`config.mk`:
```
export PLATFORM = sky130hd
export DESIGN_NAME = mseu_ram
export DESIGN_NICKNAME = d
export VERILOG_FILES = /design/src/sv/mseu_ram.sv
export SDC_FILE = /design/constraint.sdc
export NUM_CORES = 1
export LEC_CHECK = 0
export BUFFER_PORTS_ARGS = -buffer_cell sky130_fd_sc_hd__buf_4
export CAP_MARGIN = 20
export CORE_MARGIN = 4
export CORE_UTILIZATION = 35
export CTS_CLUSTER_DIAMETER = 150
export DETAILED_ROUTE_END_ITERATION = 16
export SLEW_MARGIN = 0
export SYNTH_ARGS = -nofsm -noshare
export SYNTH_HDL_FRONTEND = slang
export SYNTH_SLANG_ARGS = --single-unit
```
`constraint.sdc`:
```
create_clock -name clk -period 3.4 [get_ports clk]
set_clock_uncertainty 0.15 [all_clocks]
set_input_delay 0 -clock clk [delete_from_list [all_inputs] [get_ports clk]]
set_output_delay 0 -clock clk [all_outputs]
set_load 0.01 [all_outputs]
```
`src/sv/mseu_ram.sv`:
```
// ----------------------------------------------------------------------------
// mseu_ram
// Generic simple dual-port RAM: one write port, one read port with a read
// enable and registered read data.
// ----------------------------------------------------------------------------
module mseu_ram #(
	parameter int WIDTH = 32,
	parameter int DEPTH = 32
) (
	input  logic                     clk,
	input  logic                     we,
	input  logic [$clog2(DEPTH)-1:0] waddr,
	input  logic [WIDTH-1:0]         wdata,
	input  logic                     re,
	input  logic [$clog2(DEPTH)-1:0] raddr,
	output logic [WIDTH-1:0]         rdata
);

	logic [WIDTH-1:0] mem [DEPTH];

	always_ff @(posedge clk) begin
		if (we) begin
			mem[waddr] <= wdata;
		end
		if (re) begin
			rdata <= mem[raddr];
		end
	end

endmodule

```
Yosys cells after proc, flatten, opt, wreduce, memory -nomap -nowiden --
Memory sizes are Yosys's and may differ from the RTL's. A register that Yosys moved wholly into a read port is not among the register bits. Cells that the tools add are included.
Storage, ports and cells: register bits 0, bits in latches 0, output and inout bits 32, memory bits (read-only) 0, bits in writable memories 1024, memories kept 1, bits of input ports 45, word-level logic and storage cells 3
Memory list:
- mem | depth 32, bits a word 32, rd ports 1, clocked after memory_dff 1, wr ports 1, line 19 | logic [WIDTH-1:0] mem [DEPTH];
Operators by class: eq/ne operators 0, multipliers 0, bitwise operators 0, reduce and logical (&&, ||, !) cells 0, shifts and indexed selects 0, div/mod/pow operators 0, muxes and demuxes 2, magnitude comparators 0, $add $sub $neg 0
Operator list (count):
- 2-to-1 mux 1 bit | 2

Longest topological paths before layout --
Gate-level depths: netlist of the first run.
word-level depth 2, gate-level depth with buffers 8

Worst setup path after synthesis of the first run --
No wires, ideal clock.
path kind input to register, start in waddr[1], end mem mem[12][0], enable pin, path buffers 1, data required time 2829 ps, arrival time 2013 ps, setup slack 816 ps, stages 3, cells stage by stage or3b_2 -> clkbuf_1 -> nor2_1
RTL lines:
- start, declared | line 12 | input logic [$clog2(DEPTH)-1:0] waddr,
- end, declared | line 19
Straight into the memory's write port.

Final worst setup path of the first run --
start in waddr[3], end mem mem[16][2], enable pin
Straight into the memory's write port.

==> flow_metrics.py, run 1 <==
metrics = {
    "layout": {
        "final_cells": 4026,
        "final_common_cell": "edfxtp_1",
        "area_delta_synth_final_pct": 15.27,
        "final_layout_size_suffix_gt1_frac": 0.1292,
        "final_area_sq_um": 47040,
        "mostFrequentLayoutCells": "1056 x edfxtp_1, 512 x mux2i_1, 121 x buf_4",
        "fin_nets": 2465,
    },
    "setup_path": {
        "path_max_fanout": 8,
        "worst_ep_required_time_ns": 3.63,
        "worst_setup_path_start_kind": "input port",
        "cp_data_arrival_time_ns": 2.85,
        "worstSetupEndpointType": "flip-flop",
        "path_class": "in2reg",
    },
    "drt": {
        "vias": 21300,
        "drc_errors": 0,
        "detail_route.wl_per_cell_um": 25.44,
        "firstDrtPassIters": 5,
        "ant_nets": 0,
        "vias_per_cell": 5.290,
        "totalWireLength_um": 102400,
        "drt-initial-drc-count": 2023,
    },
    "hold_path": {
        "hold_class": "in2reg",
    },
    "clocking": {
        "cts.sinks": 1056,
        "cts_tree": "yes",
        "h-tree-depth": 3,
        "cts.reportedPaths.clkPinSlew_ns": 0.06,
        "cts_root_buf": "clkbuf_16",
        "clk_path_buf_depth": 3,
        "cts_hold_buf": 44,
        "clkLatencyLatePin_ns": 0.66,
        "cts_buffers": 100,
        "ctsResizeCount": 0,
        "post_cts_buffers": 0,
    },
    "floorplan": {
        "fp-row-count": 125,
        "die_w_um": 349.5,
        "start_util": 0.3521,
        "io-pin-count": 77,
        "coreArea_sq_um": 115900,
        "die-height_um": 349.5,
        "fp.dieArea_sq_um": 122100,
    },
    "placement": {
        "place_ws_ns": 0.8766,
        "dpl.cell_count": 3798,
        "gp_congestion": 0.7691,
        "portBuffers": 76,
        "place_area_sq_um": 43530,
        "hpwl_um": 53840,
    },
    "logic_synthesis": {
        "syn_area_sq_um": 40810,
        "ys_ff_latch": 1056,
        "syn_nets": 2305,
        "synth-seq-area-share": 0.7771,
        "syn-instance-count": 2260,
        "syn_area_per_cell_sq_um": 18.06,
        "synth-warning-count": 0,
        "synth_cell_types": 24,
    },
    "global_route": {
        "grt_pass1_wl_um": 147700,
        "grt_max_degree": 93,
        "grt_pass1_vias": 21650,
        "antenna_found_initial": 5,
        "grt-ovfl-total": 0,
        "grt_usage": 0.1652,
    },
    "power": {
        "ir_drop_mv": 0.4374,
        "switching_share": 0.2137,
        "power.leakage_nw": 16.09,
        "seq_power_share": 0.551,
        "clock_power_share": 0.395,
        "power.net_switching_w": 0.005660,
        "combPwrFrac": 0.054,
        "power_density_nw_per_um2": 563.1,
        "intPower_w": 0.02083,
    },
    "timing": {
        "slew_violations": 0,
        "worst_pin_slew_ns": 1.156,
        "finalCritPeriodShare": 0.7687,
        "hold_violations": 0,
        "slew_headroom": 0.2296,
        "fin_crit_ns": 2.614,
        "tns_ns": 0,
        "setup_ws_ns": 0.7863,
        "rsz0062_at_grt": "no",
        "setup_viol": 0,
        "max_freq_mhz": 382.6,
    },
    "run": {
        "maxCapViolCount": 0,
    },
    "status": {
        "outcome": "finished clean",
    },
}
-- power by group through the flow --
stage               combinational, W  clock, W  sequential, W
floorplan                   0.000748         0         0.0149
global placement             0.00138         0         0.0149
detailed placement           0.00139         0         0.0149
CTS                          0.00144    0.0107         0.0146
global route                 0.00153    0.0113         0.0146
finish                       0.00143    0.0105         0.0146
-- path summary, 6_finish.rpt --
kind,startpoint,to,slack (ns),cells past startpoint
max reg2reg,mem[7][14]$_DFFE_PP_,rdata[14]$_DFFE_PP_,1.46,5
min,raddr[0],rdata[19]$_DFFE_PP_,0.05,5
min reg2reg,mem[16][29]$_DFFE_PP_,rdata[29]$_DFFE_PP_,0.53,4
max,waddr[3],mem[16][2]$_DFFE_PP_,0.79,6
-- flip-flops by register name, summed over array words and instances, names as in the netlist --
register / cells
rdata: 32
mem: 1024
-- cell type report --
| cell class | instances | area (sq um) |
|---|---|---|
| flip-flops and latches | 1056 | 31710 |
| well taps | 1524 | 1907 |
| clock buffers | 123 | 2589 |
| multi-input cells | 1077 | 8610 |
| clock inverters | 59 | 470.5 |
| fillers | 10220 | 68860 |
| repair buffers | 185 | 1744 |
| diodes | 2 | 5.005 |
-- stage by stage --
stage / utilization / hold slack [ns] / total power [W]
floorplan: - / -0.05113 / 0.01561
global placement: 0.3756 / 0.2612 / 0.01624
detailed placement: 0.3756 / 0.2634 / 0.01627
CTS: 0.4058 / 0.03404 / 0.02671
global route: 0.4059 / 0.05909 / 0.02740
finish: 0.4059 / 0.05137 / 0.02649
-- kinds of logic (layout without fill, tap and decap cells) --
group / count (synthesis) / in the layout / share of synthesized area
compound gates: 288 / 288 / 0.04808
flops: 1056 / 1056 / 0.7771
simple gates: 277 / 277 / 0.03076
other cells: 0 / 2 / 0
mux: 512 / 512 / 0.1256
buf+inv: 127 / 367 / 0.01846
-- critical path: stages --
cell,delay [ns]
dlygate4sd3_1,0.57
buf_4,0.18
or3b_2,0.55
dlygate4sd3_1,0.68
nor2_4,0.25
dlygate4sd3_1,0.61
-- layer usage --
metal  track usage  routed length, um  vias to the layer above  part of all wire
li1              -                  -                     9322                 -
met4       0.04160               1827                        2             0.018
met1        0.2155              42540                    11130              0.42
met5             0                  7                        -          0.000068
met3       0.02752               6284                      123             0.061
met2        0.2878              51770                      721              0.51
-- Yosys cell counts --
library cell | count | area, sq um
a21oi_1 | 96 | 480.5
a22o_1 | 64 | 560.5
a22oi_1 | 96 | 720.7
a31oi_1 | 32 | 200.2
and2_1 | 1 | 6.260
and2b_1 | 1 | 7.510
buf_1 | 5 | 18.77
buf_2 | 26 | 130.1
buf_4 | 33 | 247.7
buf_6 | 15 | 168.9
clkbuf_1 | 46 | 172.7
clkbuf_4 | 2 | 15.01
edfxtp_1 | 1056 | 31710
mux2i_1 | 512 | 5125
nand2_1 | 98 | 367.9
nand2b_1 | 2 | 12.51
nand3_1 | 98 | 490.5
nand3b_1 | 5 | 37.54
nor2_1 | 34 | 127.6
nor2b_1 | 1 | 6.260
nor3_1 | 32 | 160.2
or2_2 | 1 | 6.260
or3_1 | 1 | 6.260
or3b_2 | 3 | 26.28
Note: power is estimated with default switching activity, not from simulation.
==> run 2: changes to the inputs <==
--- a/config.mk
+++ b/config.mk
@@ -5,6 +5,7 @@
 export SDC_FILE = /design/constraint.sdc
 export NUM_CORES = 1
 export LEC_CHECK = 0
+export ABC_AREA = 1
 export BUFFER_PORTS_ARGS = -buffer_cell sky130_fd_sc_hd__buf_4
 export CAP_MARGIN = 20
 export CORE_MARGIN = 4
==> constraint.sdc (replaced) <==
create_clock -name clk -period 2.13 [get_ports clk]
set_clock_uncertainty 0.15 [all_clocks]
set_input_delay 0 -clock clk [delete_from_list [all_inputs] [get_ports clk]]
set_output_delay 0 -clock clk [all_outputs]
set_load 0.01 [all_outputs]
==> run 2 against run 1 <==
Setup slack worse by 0.70 ns; critical path depth rose by 5; register-to-register slack got worse by 1.3 ns; sequential cell count did not move; via count rose by 28%; routed wire length rose by 14%; combinational power up 97%; hold slack better by 0.022 ns; synthesized area is 4.7% higher; global-route usage increased by 1.6 points; critical path type unchanged; largest cell class unchanged.
==> flow_metrics.py, run 2 <==
metrics = {
    "status": {
        "outcome": "finished clean",
    },
    "setup_path": {
        "r2r_end": "rdata[21]$_DFFE_PP_",
        "worstSetupEndpointType": "flip-flop",
        "rr_worst_depth": 9,
        "cp_data_arrival_time_ns": 2.30,
        "r2r_slack_ns": 0.21,
        "reg2reg_from": "mem[27][21]$_DFFE_PP_",
        "cpMaxStageDelayCell": "dlygate4sd3_1",
        "worst_setup_path_start_kind": "input port",
        "crit_family": "buffers and inverters",
        "max_stage_delay_ns": 0.56,
        "crit_chain": "dlygate4sd3_1 > buf_8 > buf_6 > nand3_1 > nand3_1 > nand2_1 > nand2_1 > nand2_1 > nand2_1 > nand2_1 > dlygate4sd3_1",
        "path_class": "in2reg",
        "worst_ep_required_time_ns": 2.39,
        "worst-path-buf-inv": 4,
        "path_max_fanout": 36,
        "cpMostUsedCell": "nand2_1",
    },
    "layout": {
        "fin_nets": 3702,
        "nFillCells": 11140,
        "final_layout_size_suffix_gt1_frac": 0.09984,
        "mostFrequentLayoutCells": "1440 x nand2_1, 1056 x edfxtp_1, 780 x nand3_1",
        "diodes": 0,
        "largest_register_ffs": 1024,
        "final_area_sq_um": 49360,
        "top_regs": "mem x1024, rdata x32",
        "final_core_util": 0.4092,
        "regMostFlops": "mem",
        "final_common_cell": "nand2_1",
        "area_delta_synth_final_pct": 15.52,
    },
    "timing": {
        "finalCritPeriodShare": 0.9597,
        "slew_violations": 0,
        "fin_crit_ns": 2.044,
        "tns_ns": 0,
        "hold_violations": 0,
        "rsz0062_at_grt": "no",
        "setup_viol": 0,
        "max_freq_mhz": 489.2,
        "slew_headroom": 0.5452,
        "worst_pin_slew_ns": 0.6823,
    },
    "floorplan": {
        "fp.dieArea_sq_um": 127700,
        "io-pin-count": 77,
        "coreArea_sq_um": 120600,
        "die_w_um": 357.4,
        "fp-row-count": 127,
        "die-height_um": 357.4,
        "start_util": 0.3543,
    },
    "run": {
        "maxCapViolCount": 0,
    },
    "logic_synthesis": {
        "synth-warning-count": 0,
        "synth_edf_count": 1056,
        "syn_area_sq_um": 42730,
        "syn-instance-count": 3536,
        "yosysTopAreaCell": "edfxtp_1",
        "syn_nets": 3581,
        "syn_area_per_cell_sq_um": 12.08,
        "synth-main-ff-cell": "edfxtp_1",
        "yosys-top-cells-area": "edfxtp_1 74%, nand2_1 13%, nand3_1 9.1%",
        "ys_ff_latch": 1056,
        "synth_cell_types": 13,
        "yosysTopAreaCellShare": 0.7422,
        "synthArstFlopShare": 0,
        "synth-seq-area-share": 0.7422,
        "synth_common_cells": "1440 x nand2_1, 1056 x edfxtp_1, 780 x nand3_1",
        "synth_most_common_cell": "nand2_1",
    },
    "drt": {
        "vias": 27260,
        "firstDrtPassIters": 6,
        "vias_per_cell": 5.098,
        "drc_errors": 0,
        "drt-initial-drc-count": 2994,
        "totalWireLength_um": 117000,
        "ant_nets": 0,
        "detail_route.wl_per_cell_um": 21.88,
    },
    "global_route": {
        "gr-usage-met2": 0.2925,
        "grt_pass1_vias": 25630,
        "gr-max-usage-layer": "met2",
        "met1_usage": 0.2536,
        "grt_pass1_wl_um": 171700,
        "grt-ovfl-total": 0,
        "grt_usage": 0.1807,
        "antenna_found_initial": 5,
        "grtUsageMet3": 0.02713,
        "grt_max_degree": 132,
    },
    "placement": {
        "hpwl_um": 59480,
        "gp_congestion": 0.7509,
        "place_area_sq_um": 45710,
        "portBuffers": 76,
    },
    "clocking": {
        "cts_tree": "yes",
        "cts_root_buf": "clkbuf_16",
        "h-tree-depth": 3,
        "clk_path_buf_depth": 3,
        "cts.sinks": 1056,
        "clkLatencyLatePin_ns": 0.66,
        "cts.reportedPaths.clkPinSlew_ns": 0.06,
        "cts_buffers": 105,
    },
    "power": {
        "power.leakage_nw": 17.81,
        "power_density_nw_per_um2": 882.4,
        "finalPower_w": 0.04355,
        "ir_drop_mv": 0.5973,
    },
    "hold_path": {
        "hold_class": "in2reg",
        "hold_start": "waddr[3]",
        "hold_depth": 4,
        "hold-path-endpoint": "mem[9][7]$_DFFE_PP_",
    },
}
==> run 2: timing repair <==
| action | in CTS | in global routing |
|---|---|---|
| setup endpoints to repair | 0 | 1 |
| resized for setup | 0 | 3 |
| hold buffers | 39 | 0 |
| hold endpoints to repair | 1082 | 0 |
| setup buffers | 0 | 0 |
==> run 2: worst max-delay path by stage <==
stage / endpoint / start / slack [ns] / cells after the start
final: rdata[21]$_DFFE_PP_ / raddr[1] / 0.09 / 11
after global routing: rdata[21]$_DFFE_PP_ / raddr[1] / 0.02 / 11
after CTS: rdata[21]$_DFFE_PP_ / raddr[1] / 0.04 / 11
after detailed placement: rdata[13]$_DFFE_PP_ / raddr[1] / 0.29 / 11
after global placement: rdata[15]$_DFFE_PP_ / raddr[0] / 0.32 / 11
after floorplan: mem[8][0]$_DFFE_PP_ / waddr[0] / -0.1 / 3
==> run 2: area by class of cell <==
class	instances	area, sq um	area share
Sequential cell	1056	31710	0.6425
Multi-Input combinational cell	2252	9669	0.1959
Clock buffer	130	2806	0.05686
Timing Repair Buffer	232	2675	0.05420
Tap cell	1612	2017	0.04086
Clock inverter	56	405.4	0.008214
Inverter	10	72.57	0.001470
==> run 2: kinds of logic (layout without fill, tap and decap cells) <==
group                  Yosys count  count (layout)  share of synthesized area
flip-flops                    1056            1056                     0.7422
buffers and inverters          228             428                    0.03713
AND/OR/NAND/NOR               2252            2252                     0.2207
==> run 2: through the flow <==
step                      hold WS [ns]  instances  setup slack (ns)
after floorplan               -0.05113       3536          -0.09646
after global placement          0.2683       5122            0.3205
after detailed placement        0.2689       5122            0.2871
after CTS                      0.03865       5347           0.03646
after global routing           0.07114       5348           0.01669
final                          0.07305       5348           0.08588
==> run 2: where the power goes <==
part,internal [W],switching [W]
clock network,0.00989,0.00757
registers,0.0232,0.000101
logic,0.000857,0.00195
==> run 2: routing by layer <==
layer | up-vias | wire length (um)
met5 | - | 54
met2 | 980 | 55150
met3 | 195 | 7956
li1 | 12630 | -
met4 | 8 | 3193
met1 | 13450 | 50660
==> run 2: worst reg2reg max path, stage by stage (launching register included) <==
cell,delay [ns]
edfxtp_1,0.37
nand2_1,0.08
nand3_1,0.08
nand3_1,0.10
nand2_1,0.05
nand2_1,0.10
nand2_1,0.08
nand2_1,0.06
nand2_1,0.05
dlygate4sd3_1,0.55
